[src/scpi_number_parse_median3_top_defines.svh]
// Assertion helpers shared by the parser modules
`ifndef SCPI_NUMBER_PARSE_MEDIAN3_TOP_DEFINES_SVH
`define SCPI_NUMBER_PARSE_MEDIAN3_TOP_DEFINES_SVH

// same-cycle implication
`define SNPM3_AST_IMP(lbl, ante, cons) \
  lbl: assert property (@(posedge clk) disable iff (!rst_n) (ante) |-> (cons)) \
    else $error("snpm3 check failed");

// next-cycle implication
`define SNPM3_AST_NXT(lbl, ante, cons) \
  lbl: assert property (@(posedge clk) disable iff (!rst_n) (ante) |=> (cons)) \
    else $error("snpm3 check failed");

`endif

[src/snpm3_pkg.sv]
package snpm3_pkg;

  localparam int LINE_CHARS_DEF = 256;
  localparam logic [4:0] SCALE_RST = 5'd3;
  localparam int MAX_EXP = 16;
  localparam int MIN_EXP = -50;
  // 10^20 exceeds 2^64, so more divides only give zero
  localparam int DIV_CAP = 20;

  localparam logic [7:0] CH_CR    = 8'h0D;
  localparam logic [7:0] CH_LF    = 8'h0A;
  localparam logic [7:0] CH_SP    = 8'h20;
  localparam logic [7:0] CH_TAB   = 8'h09;
  localparam logic [7:0] CH_MINUS = 8'h2D;
  localparam logic [7:0] CH_PLUS  = 8'h2B;
  localparam logic [7:0] CH_POINT = 8'h2E;
  localparam logic [7:0] CH_E_LO  = 8'h65;
  localparam logic [7:0] CH_E_UP  = 8'h45;
  localparam logic [7:0] CH_ZERO  = 8'h30;
  localparam logic [7:0] CH_NINE  = 8'h39;

  localparam logic [1:0] ST_OK  = 2'd0;
  localparam logic [1:0] ST_NAN = 2'd1;
  localparam logic [1:0] ST_EXP = 2'd2;

  typedef enum logic [2:0] {
    PH_BLANK, PH_SIGN, PH_INT, PH_FRAC, PH_EXPSIGN, PH_EXPDIG, PH_DONE, PH_BAD
  } phase_t;

  typedef enum logic [3:0] {
    S_IDLE, S_SETUP, S_FLOAD, S_FRUN, S_FDIV, S_FSAVE,
    S_ILOAD, S_IRUN, S_IDIV, S_ISAVE, S_SUM, S_NEG, S_WRITE
  } ctrl_state_t;

  typedef struct packed {
    logic       req_type;
    logic [7:0] ch;
  } in_word_t;

  typedef struct packed {
    logic [1:0]         parse_status;
    logic signed [63:0] parsed_value;
    logic signed [63:0] median_value;
    logic               median_valid;
  } out_word_t;

  typedef struct packed {
    logic take;
    logic clear;
    logic setup;
    logic load_frac;
    logic load_int;
    logic mul;
    logic div_step;
    logic save_frac;
    logic save_int;
    logic sum;
    logic neg;
    logic write;
  } cmd_t;

  typedef struct packed {
    logic req;
    logic term;
    logic full;
    logic skip;
    logic steps_zero;
    logic mode_div;
    logic div_last;
    logic out_free;
  } sts_t;

endpackage

[src/snpm3_ctrl.sv]
`include "scpi_number_parse_median3_top_defines.svh"

module snpm3_ctrl
  import snpm3_pkg::*;
(
  input  logic clk,
  input  logic rst_n,
  input  logic in_valid,
  output logic in_ready,
  input  sts_t sts,
  output cmd_t cmd
);

  ctrl_state_t state_r, state_nxt;
  logic accept;

  assign accept = in_valid && in_ready;

  always_ff @(posedge clk) begin
    if (!rst_n) begin
      state_r <= S_IDLE;
    end else begin
      state_r <= state_nxt;
    end
  end

  // next state
  always_comb begin
    state_nxt = state_r;
    case (state_r)
      S_IDLE: begin
        if (in_valid && !sts.req && (sts.term || sts.full)) state_nxt = S_SETUP;
      end
      S_SETUP: state_nxt = sts.skip ? S_WRITE : S_FLOAD;
      S_FLOAD: state_nxt = S_FRUN;
      S_FRUN: begin
        if (sts.steps_zero) state_nxt = S_FSAVE;
        else if (sts.mode_div) state_nxt = S_FDIV;
      end
      S_FDIV: if (sts.div_last) state_nxt = S_FRUN;
      S_FSAVE: state_nxt = S_ILOAD;
      S_ILOAD: state_nxt = S_IRUN;
      S_IRUN: begin
        if (sts.steps_zero) state_nxt = S_ISAVE;
        else if (sts.mode_div) state_nxt = S_IDIV;
      end
      S_IDIV: if (sts.div_last) state_nxt = S_IRUN;
      S_ISAVE: state_nxt = S_SUM;
      S_SUM: state_nxt = S_NEG;
      S_NEG: state_nxt = S_WRITE;
      S_WRITE: if (sts.out_free) state_nxt = S_IDLE;
      default: state_nxt = S_IDLE;
    endcase
  end

  // outputs
  always_comb begin
    cmd = '0;
    in_ready = 1'b0;
    case (state_r)
      S_IDLE: begin
        in_ready  = 1'b1;
        cmd.clear = accept && sts.req;
        cmd.take  = accept && !sts.req && !sts.term;
      end
      S_SETUP: cmd.setup = 1'b1;
      S_FLOAD: cmd.load_frac = 1'b1;
      S_ILOAD: cmd.load_int = 1'b1;
      S_FRUN, S_IRUN: cmd.mul = !sts.steps_zero && !sts.mode_div;
      S_FDIV, S_IDIV: cmd.div_step = 1'b1;
      S_FSAVE: cmd.save_frac = 1'b1;
      S_ISAVE: cmd.save_int = 1'b1;
      S_SUM: cmd.sum = 1'b1;
      S_NEG: cmd.neg = 1'b1;
      S_WRITE: cmd.write = sts.out_free;
      default: cmd = '0;
    endcase
  end

  `SNPM3_AST_NXT(a_term_setup, accept && !sts.req && sts.term, state_r == S_SETUP)
  `SNPM3_AST_NXT(a_clear_idle, accept && sts.req, state_r == S_IDLE)
  `SNPM3_AST_NXT(a_div_hold, state_r == S_FDIV && !sts.div_last, state_r == S_FDIV)

endmodule

[src/snpm3_dp.sv]
`include "scpi_number_parse_median3_top_defines.svh"

module snpm3_dp
  import snpm3_pkg::*;
#(
  parameter int LINE_CHARS = LINE_CHARS_DEF
) (
  input  logic       clk,
  input  logic       rst_n,
  input  in_word_t   in_word,
  input  logic       cfg_we,
  input  logic [4:0] cfg_wdata,
  input  cmd_t       cmd,
  output sts_t       sts,
  output logic       out_valid,
  input  logic       out_ready,
  output out_word_t  out_word
);

  localparam int LEN_W = $clog2(LINE_CHARS + 1);

  logic [4:0]         scale_r;
  phase_t             phase_r, phase_nxt;
  logic               mneg_r, mneg_nxt;
  logic [63:0]        iacc_r, iacc_nxt;
  logic [63:0]        facc_r, facc_nxt;
  logic [7:0]         fdig_r, fdig_nxt;
  logic [9:0]         emag_r, emag_nxt;
  logic               eneg_r, eneg_nxt;
  logic [LEN_W-1:0]   len_r, len_inc;
  logic signed [11:0] e_r, e_c;
  logic [1:0]         stat_r, stat_c;
  logic [63:0]        w_r, val_r;
  logic               wneg_r, mode_div_r;
  logic [4:0]         steps_r;
  logic [2:0]         div_cnt_r;
  logic [3:0]         rem_r, rem_c;
  logic [7:0]         qbyte;
  logic [63:0]        hist_r [3];
  logic [1:0]         hcnt_r;
  out_word_t          out_r;
  logic               out_valid_r;
  logic               dig;
  logic [3:0]         dv;
  logic [13:0]        emag_ext;
  logic signed [12:0] kf;

  function automatic logic [63:0] times10(input logic [63:0] x);
    return (x << 3) + (x << 1);
  endfunction

  function automatic logic [63:0] med3(input logic [63:0] a, input logic [63:0] b,
                                       input logic [63:0] c);
    logic ab, ac, bc;
    ab = $signed(a) <= $signed(b);
    ac = $signed(a) <= $signed(c);
    bc = $signed(b) <= $signed(c);
    if ((!ab && ac) || (ab && !ac) || (ab && ac && $signed(a) == $signed(b)) ||
        (!ac && !ab && $signed(a) == $signed(c)))
      return a;
    if ((ab && bc) || (!bc && !ab))
      return b;
    return c;
  endfunction

  // character classification
  assign dig      = in_word.ch >= CH_ZERO && in_word.ch <= CH_NINE;
  assign dv       = in_word.ch[3:0];
  assign emag_ext = {4'd0, emag_r} * 14'd10 + {10'd0, dv};
  assign len_inc  = len_r + 1'b1;

  // per-character parse step
  always_comb begin
    phase_nxt = phase_r;
    mneg_nxt  = mneg_r;
    iacc_nxt  = iacc_r;
    facc_nxt  = facc_r;
    fdig_nxt  = fdig_r;
    emag_nxt  = emag_r;
    eneg_nxt  = eneg_r;
    case (phase_r)
      PH_BLANK: begin
        if (in_word.ch == CH_SP || in_word.ch == CH_TAB) phase_nxt = PH_BLANK;
        else if (in_word.ch == CH_MINUS) begin
          mneg_nxt  = 1'b1;
          phase_nxt = PH_SIGN;
        end else if (in_word.ch == CH_PLUS) phase_nxt = PH_SIGN;
        else if (dig) begin
          iacc_nxt  = times10(iacc_r) + {60'd0, dv};
          phase_nxt = PH_INT;
        end else if (in_word.ch == CH_POINT) phase_nxt = PH_FRAC;
        else phase_nxt = PH_BAD;
      end
      PH_SIGN: begin
        if (dig) begin
          iacc_nxt  = times10(iacc_r) + {60'd0, dv};
          phase_nxt = PH_INT;
        end else if (in_word.ch == CH_POINT) phase_nxt = PH_FRAC;
        else phase_nxt = PH_BAD;
      end
      PH_INT: begin
        if (dig) iacc_nxt = times10(iacc_r) + {60'd0, dv};
        else if (in_word.ch == CH_POINT) phase_nxt = PH_FRAC;
        else if (in_word.ch == CH_E_LO || in_word.ch == CH_E_UP) phase_nxt = PH_EXPSIGN;
        else phase_nxt = PH_DONE;
      end
      PH_FRAC: begin
        if (dig) begin
          facc_nxt = times10(facc_r) + {60'd0, dv};
          if (fdig_r != 8'hFF) fdig_nxt = fdig_r + 8'd1;
        end else if (in_word.ch == CH_E_LO || in_word.ch == CH_E_UP) phase_nxt = PH_EXPSIGN;
        else phase_nxt = PH_DONE;
      end
      PH_EXPSIGN, PH_EXPDIG: begin
        if (dig) begin
          emag_nxt  = (emag_ext > 14'd1023) ? 10'd1023 : emag_ext[9:0];
          phase_nxt = PH_EXPDIG;
        end else if (phase_r == PH_EXPSIGN && in_word.ch == CH_MINUS) begin
          eneg_nxt  = 1'b1;
          phase_nxt = PH_EXPDIG;
        end else if (phase_r == PH_EXPSIGN && in_word.ch == CH_PLUS) phase_nxt = PH_EXPDIG;
        else phase_nxt = PH_DONE;
      end
      default: phase_nxt = phase_r;
    endcase
  end

  // effective exponent and status at line end
  always_comb begin
    e_c = eneg_r ? -$signed({2'b00, emag_r}) : $signed({2'b00, emag_r});
    e_c = e_c + $signed({7'd0, scale_r});
    if (phase_r == PH_BLANK || phase_r == PH_SIGN || phase_r == PH_BAD) stat_c = ST_NAN;
    else if (e_c > 12'(MAX_EXP)) stat_c = ST_EXP;
    else stat_c = ST_OK;
  end

  assign kf = $signed({5'd0, fdig_r}) - 13'(e_r);

  // divide by ten, one byte of quotient a cycle
  always_comb begin
    logic [4:0] t;
    rem_c = (div_cnt_r == 3'd0) ? 4'd0 : rem_r;
    qbyte = '0;
    for (int i = 7; i >= 0; i--) begin
      t = {rem_c, w_r[56 + i]};
      if (t >= 5'd10) begin
        t = t - 5'd10;
        qbyte[i] = 1'b1;
      end
      rem_c = t[3:0];
    end
  end

  // configuration
  always_ff @(posedge clk) begin
    if (!rst_n) scale_r <= SCALE_RST;
    else if (cfg_we) scale_r <= cfg_wdata;
  end

  // line state
  always_ff @(posedge clk) begin
    if (!rst_n || cmd.clear || cmd.write) begin
      phase_r <= PH_BLANK;
      mneg_r  <= 1'b0;
      iacc_r  <= '0;
      facc_r  <= '0;
      fdig_r  <= '0;
      emag_r  <= '0;
      eneg_r  <= 1'b0;
      len_r   <= '0;
    end else if (cmd.take) begin
      phase_r <= phase_nxt;
      mneg_r  <= mneg_nxt;
      iacc_r  <= iacc_nxt;
      facc_r  <= facc_nxt;
      fdig_r  <= fdig_nxt;
      emag_r  <= emag_nxt;
      eneg_r  <= eneg_nxt;
      len_r   <= len_inc;
    end else if (cmd.save_frac) begin
      facc_r <= wneg_r ? 64'd0 - w_r : w_r;
    end else if (cmd.save_int) begin
      iacc_r <= wneg_r ? 64'd0 - w_r : w_r;
    end
  end

  // scaling work register
  always_ff @(posedge clk) begin
    if (!rst_n) begin
      div_cnt_r <= '0;
    end else if (cmd.div_step) begin
      div_cnt_r <= div_cnt_r + 3'd1;
    end
    if (cmd.setup) begin
      e_r    <= e_c;
      stat_r <= stat_c;
      val_r  <= '0;
    end
    if (cmd.load_frac) begin
      if (kf > 13'sd0) begin
        mode_div_r <= 1'b1;
        steps_r    <= (kf > 13'(DIV_CAP)) ? 5'(DIV_CAP) : kf[4:0];
        wneg_r     <= facc_r[63];
        w_r        <= facc_r[63] ? 64'd0 - facc_r : facc_r;
      end else begin
        mode_div_r <= 1'b0;
        steps_r    <= 5'(-kf);
        wneg_r     <= 1'b0;
        w_r        <= facc_r;
      end
    end
    if (cmd.load_int) begin
      if (e_r < 12'sd0) begin
        mode_div_r <= 1'b1;
        steps_r    <= (-e_r > 12'(DIV_CAP)) ? 5'(DIV_CAP) : 5'(-e_r);
        wneg_r     <= iacc_r[63];
        w_r        <= iacc_r[63] ? 64'd0 - iacc_r : iacc_r;
      end else begin
        mode_div_r <= 1'b0;
        steps_r    <= e_r[4:0];
        wneg_r     <= 1'b0;
        w_r        <= iacc_r;
      end
    end
    if (cmd.mul) begin
      w_r     <= times10(w_r);
      steps_r <= steps_r - 5'd1;
    end
    if (cmd.div_step) begin
      w_r   <= {w_r[55:0], qbyte};
      rem_r <= rem_c;
      if (div_cnt_r == 3'd7) steps_r <= steps_r - 5'd1;
    end
    if (cmd.sum) val_r <= iacc_r + facc_r;
    if (cmd.neg && mneg_r) val_r <= 64'd0 - val_r;
  end

  // history and result word
  always_ff @(posedge clk) begin
    if (!rst_n || cmd.clear) begin
      hcnt_r <= '0;
      for (int i = 0; i < 3; i++) hist_r[i] <= '0;
    end else if (cmd.write && stat_r == ST_OK) begin
      hist_r[0] <= val_r;
      hist_r[1] <= hist_r[0];
      hist_r[2] <= hist_r[1];
      if (hcnt_r != 2'd3) hcnt_r <= hcnt_r + 2'd1;
    end
    if (!rst_n) begin
      out_valid_r <= 1'b0;
    end else if (cmd.write) begin
      out_valid_r <= 1'b1;
    end else if (out_ready) begin
      out_valid_r <= 1'b0;
    end
    if (cmd.write) begin
      out_r.parse_status <= stat_r;
      out_r.parsed_value <= (stat_r == ST_OK) ? val_r : 64'd0;
      if (stat_r == ST_OK && hcnt_r >= 2'd2) begin
        out_r.median_value <= med3(val_r, hist_r[0], hist_r[1]);
        out_r.median_valid <= 1'b1;
      end else begin
        out_r.median_value <= '0;
        out_r.median_valid <= 1'b0;
      end
    end
  end

  // status to the controller
  always_comb begin
    sts.req        = in_word.req_type;
    sts.term       = in_word.ch == CH_CR || in_word.ch == CH_LF;
    sts.full       = len_inc == LEN_W'(LINE_CHARS);
    sts.skip       = stat_c != ST_OK || e_c < 12'(MIN_EXP);
    sts.steps_zero = steps_r == 5'd0;
    sts.mode_div   = mode_div_r;
    sts.div_last   = div_cnt_r == 3'd7;
    sts.out_free   = !out_valid_r || out_ready;
  end

  assign out_valid = out_valid_r;
  assign out_word  = out_r;

  `SNPM3_AST_IMP(a_med_ok, out_valid_r && out_r.median_valid, out_r.parse_status == ST_OK)
  `SNPM3_AST_IMP(a_bad_zero, out_valid_r && out_r.parse_status != ST_OK,
                 out_r.parsed_value == 64'd0)
  `SNPM3_AST_NXT(a_div_wrap, cmd.div_step && div_cnt_r == 3'd7, div_cnt_r == 3'd0)

endmodule

[src/scpi_number_parse_median3_top.sv]
// Characters: one word a cycle while idle; a word that does not end a line is taken without leaving idle.
// Line end: once the terminator (or the word that fills the store) is taken, the block scales
// the fraction then the integer part by multiply-by-ten or divide-by-ten steps (at most 20
// divides each), then sums, negates and writes the result; a bad line goes straight to the write.
// Input is held off during scaling and while a finished word still waits at the output.
// Synchronous active-low reset clears the line, the history and sets the scale to 3.
module scpi_number_parse_median3_top
  import snpm3_pkg::*;
#(
  parameter int LINE_CHARS = LINE_CHARS_DEF
) (
  input  logic       clk,
  input  logic       rst_n,
  input  logic       in_valid,
  output logic       in_ready,
  input  in_word_t   in_word,
  output logic       out_valid,
  input  logic       out_ready,
  output out_word_t  out_word,
  input  logic       cfg_we,
  input  logic [4:0] cfg_wdata
);

  cmd_t cmd;
  sts_t sts;

  // sequencer
  snpm3_ctrl u_ctrl (
    .clk      (clk),
    .rst_n    (rst_n),
    .in_valid (in_valid),
    .in_ready (in_ready),
    .sts      (sts),
    .cmd      (cmd)
  );

  // parse, scaling and median datapath
  snpm3_dp #(
    .LINE_CHARS (LINE_CHARS)
  ) u_dp (
    .clk       (clk),
    .rst_n     (rst_n),
    .in_word   (in_word),
    .cfg_we    (cfg_we),
    .cfg_wdata (cfg_wdata),
    .cmd       (cmd),
    .sts       (sts),
    .out_valid (out_valid),
    .out_ready (out_ready),
    .out_word  (out_word)
  );

endmodule

[config.mk]
export PLATFORM = sky130hd
export DESIGN_NAME = scpi_number_parse_median3_top
export DESIGN_NICKNAME = d
export VERILOG_FILES = /design/src/snpm3_pkg.sv /design/src/snpm3_ctrl.sv /design/src/snpm3_dp.sv /design/src/scpi_number_parse_median3_top.sv
export VERILOG_INCLUDE_DIRS = /design/src /design/src/src
export SDC_FILE = /design/constraint.sdc
export NUM_CORES = 2
export LEC_CHECK = 0
export BUFFER_PORTS_ARGS = -buffer_cell sky130_fd_sc_hd__buf_2
export CAP_MARGIN = 20
export CORE_MARGIN = 4
export CORE_UTILIZATION = 55
export DETAILED_ROUTE_END_ITERATION = 8
export PLACE_DENSITY = 0.84
export SLEW_MARGIN = 15
export SYNTH_ARGS = -nofsm -noshare
export SYNTH_HDL_FRONTEND = slang
export SYNTH_SLANG_ARGS = --single-unit
[constraint.sdc]
create_clock -name clk -period 22.5 [get_ports clk]
set_input_delay 1.125 -clock clk [delete_from_list [all_inputs] [get_ports clk]]
set_output_delay 1.125 -clock clk [all_outputs]
set_load 0.1 [all_outputs]
==> flow_summary.toml <==
[run_status]
status = "completed"

[setup_path]
start_kind = "flip-flop"
path_common_cell = "ha_1"
worst-endpoint-arrival_ns = 8.96
cp-end-kind = "flip-flop"
path_class = "flip-flop to flip-flop"
slowest_stage = "a2111oi_0"
cpPeakStageDelay_ns = 0.59
cp_max_fo = 9
crit_required_ns = 22.86

[detailed_routing]
vias = 48200
routed_wl_um = 155000
vias_per_cell = 6.51
drt-wirelength-per-cell_um = 20.9
drt_iter0_markers = 5383
firstDrtPassIters = 6
postRouteAntennaNets = 0
drc = 0

[sta]
max_slew_margin_pct = 24.3
tightest_slew_ns = 1.14
timing.final.crit_period_ns = 8.60
finalSetupViolCount = 0
max_freq_mhz = 116
drv_slew = 0
fin_crit_sh_pct = 38.2
fin_worst_skew_ns = 0.0467
grt_setup_unrepaired = "no"
hold_viol = 0
setup_tns_ns = 0

[synth]
synth_edf_count = 407
synth_top_family_by_area = "compound AO/OA/AOI/OAI gates"
async_flop_share_pct = 0
synth_cells = 6094
syn_avg_cell_area_um2 = 8.53
yosys.cell_types.count = 114
synth_top_cell_by_area = "edfxtp_1"
ys.flop_type = "edfxtp_1"
synth_area_leaders = "edfxtp_1 (24%), ha_1 (15%), dfxtp_1 (6.9%)"
synthMuxAreaShare_pct = 0.551
synth_simple_gate_area_share_pct = 19.2
synth_top_area_share_pct = 23.5
syn_area_um2 = 52000
syn_nets = 6741
ys_warn_count = 0
yosys_register_bits = 587
synth_xor_area_share_pct = 8.42
synth_fa_ha_area_share_pct = 15.3
seq_area_frac_synth_pct = 30.4
synth_compound_area_share_pct = 22.2

[floorplan]
die-area_um2 = 99500
core_um2 = 93600
start_util_pct = 55.5
die_x_um = 315
boundaryPins = 152
rows = 112
die_h_um = 315

[grt]
grt_pass1_wl_um = 248000
gr-total-overflow = 0
grt_max_degree = 79
antenna_found_initial = 4
grt_usage_pct = 30.4
gr-usage-met3_pct = 5.05
use_met1_pct = 39.5
grtUsageMet2_pct = 49.8
grt_pass1_vias = 46300
top_usage_layer = "met2"

[clock_tree]
post_cts_buffers = 0
cts_sinks = 587
clk_transition_reported_paths_ns = 0.06
clk_latency_ns = 0.66
cts_buffers = 69
cts_root_buffer = "clkbuf_16"
cts_tree = "done"
htree_levels = 3
clockBufferDepth = 3
cts.repair.resized = 0
ctsHoldBuffers = 0

[layout]
drive_above_1_share_pct = 6.81
finalCoreUtilization_pct = 60.0
fin_nets = 6746
n_fill_cell = 7948
area_delta_synth_final_pct = 8.08

[power]
peakVddDrop_mv = 0.0477
cellLeakagePower_nw = 24.8
p_switching_mw = 0.607
power.share.clock_pct = 47.3
combPwrFrac_pct = 5.8
p_int_mw = 1.89
seqPwrFrac_pct = 46.9
p_per_area_nw_per_um2 = 44.4
p_sw_share_pct = 24.3

[min_path]
hold_path.class = "flip-flop to flip-flop"

[placed_design]
gp_congestion = 0.998
dp_hpwl_um = 114000
numPortBuffers = 151

[flow_run]
cap_violations = 0
-- synth_stat cells (98+ instances only) --
master,number
nand2_1,469
xnor2_1,225
o21ai_0,347
nor3_1,189
a21o_1,239
ha_1,618
xor2_1,275
inv_1,264
clkbuf_1,254
a31oi_1,98
dfxtp_1,180
nor2_1,426
edfxtp_1,407
nand4_1,151
nand3_1,164
and2_1,150
o211ai_1,140
a21oi_1,550
-- per-stage QoR --
stage	std cells	area [um^2]	setup slack, ns	hold slack (ns)	power (mW)
3_5_place_dp	7282	53800	14.13	0.468	1.33
5_1_grt	7409	56200	13.13	0.520	2.57
4_1_cts	7408	56200	14.08	0.482	2.50
3_3_place_gp	7281	53800	14.31	0.459	1.33
6_report	7409	56200	13.90	0.488	2.50
2_1_floorplan	6094	52000	3.01	0.437	1.29
-- cell type report --
cell class	count	area (um^2)	area share, %
multi-input cells	4975	34300	61.0
flip-flops and latches	587	15800	28.2
clock buffers	85	1870	3.33
well taps	1254	1570	2.79
repair buffers	201	1140	2.04
inverters	265	995	1.77
clock inverters	41	489	0.871
diodes	1	2.50	0.00445
-- cells by family after synthesis --
| group | Yosys count |
|---|---|
| compound gates | 1827 |
| xor+xnor | 500 |
| fa+ha+maj | 628 |
| buf+inv | 532 |
| flops | 587 |
| mux | 27 |
| simple gates | 1993 |
-- cell usage in the layout, fill, tap and decap left out, types with 16 or more instances in the layout --
cell       instances
clkbuf_16         71
or3_1             72
or4_1             26
nor2b_1           80
nor4_1            43
nor3_1           188
and3_1            40
or2_2             25
edfxtp_1         407
a31oi_1           98
a21oi_1          549
o211ai_1         140
nor2_1           416
a21o_1           239
ha_1             618
inv_1            264
xor2_1           275
dfxtp_1          180
xnor2_1          225
o41ai_1           19
a211oi_1          62
and2_1           149
nand2_1          463
nor3b_1           19
nand2b_1          86
o21ai_0          345
nand3_1          163
mux2i_1           20
nand4_1          151
a21boi_0          16
o22ai_1           81
buf_4             49
buf_2            151
o21bai_1          34
o21a_1            49
o31ai_1           46
-- path summary, 6_finish.rpt --
kind	start	end	slack (ns)	depth (start not counted)
setup / recovery	u_dp.div_cnt_r[0]$_SDFFE_PN0N_	u_dp.rem_r[1]$_DFFE_PN_	13.90	41
hold / removal	u_dp.mneg_r$_SDFFE_PP0P_	u_dp.mneg_r$_SDFFE_PP0P_	0.49	2
setup reg to reg	u_dp.div_cnt_r[0]$_SDFFE_PN0N_	u_dp.rem_r[1]$_DFFE_PN_	13.90	41
hold reg to reg	u_dp.mneg_r$_SDFFE_PP0P_	u_dp.mneg_r$_SDFFE_PP0P_	0.49	2
-- per-layer routing --
layer	vias up	wire length (um)
li1	22600	-
met1	22600	62600
met2	2447	70700
met3	482	14200
met4	4	7570
met5	-	34
-- critical path: cells and delay by family, from the launching register on --
kind / cells / cell delay [ns]
adder cells (fa/ha/maj): 9 / 2.20
multiplexers: 1 / 0.24
buffers and inverters: 5 / 0.45
AO/OA/AOI/OAI: 14 / 3.03
XOR/XNOR: 1 / 0.14
AND/OR/NAND/NOR: 11 / 1.92
flip-flops: 1 / 0.31
-- state kept, by name, summed over array words and instances, names as in the netlist, 4 cells and up --
name and count:
u_dp.w_r 64, u_dp.len_r 9, u_dp.scale_r 5, u_dp.rem_r 4, u_dp.val_r 64, u_dp.e_r 12, u_dp.out_word 131, u_dp.iacc_r 64
u_dp.steps_r 5, u_dp.fdig_r 8, u_dp.emag_r 10, u_dp.hist_r 128, u_ctrl.state_r 4, u_dp.facc_r 64
-- power by group through the flow --
stage                     combinational, mW  clock (mW)  sequential [mW]
after global placement                0.134           0             1.19
after floorplan                      0.0965           0             1.19
final                                 0.145        1.18             1.17
after CTS                             0.141        1.19             1.17
after detailed placement              0.140           0             1.19
after global routing                  0.159        1.24             1.17
No activity file was read; power rests on OpenSTA's default activity.
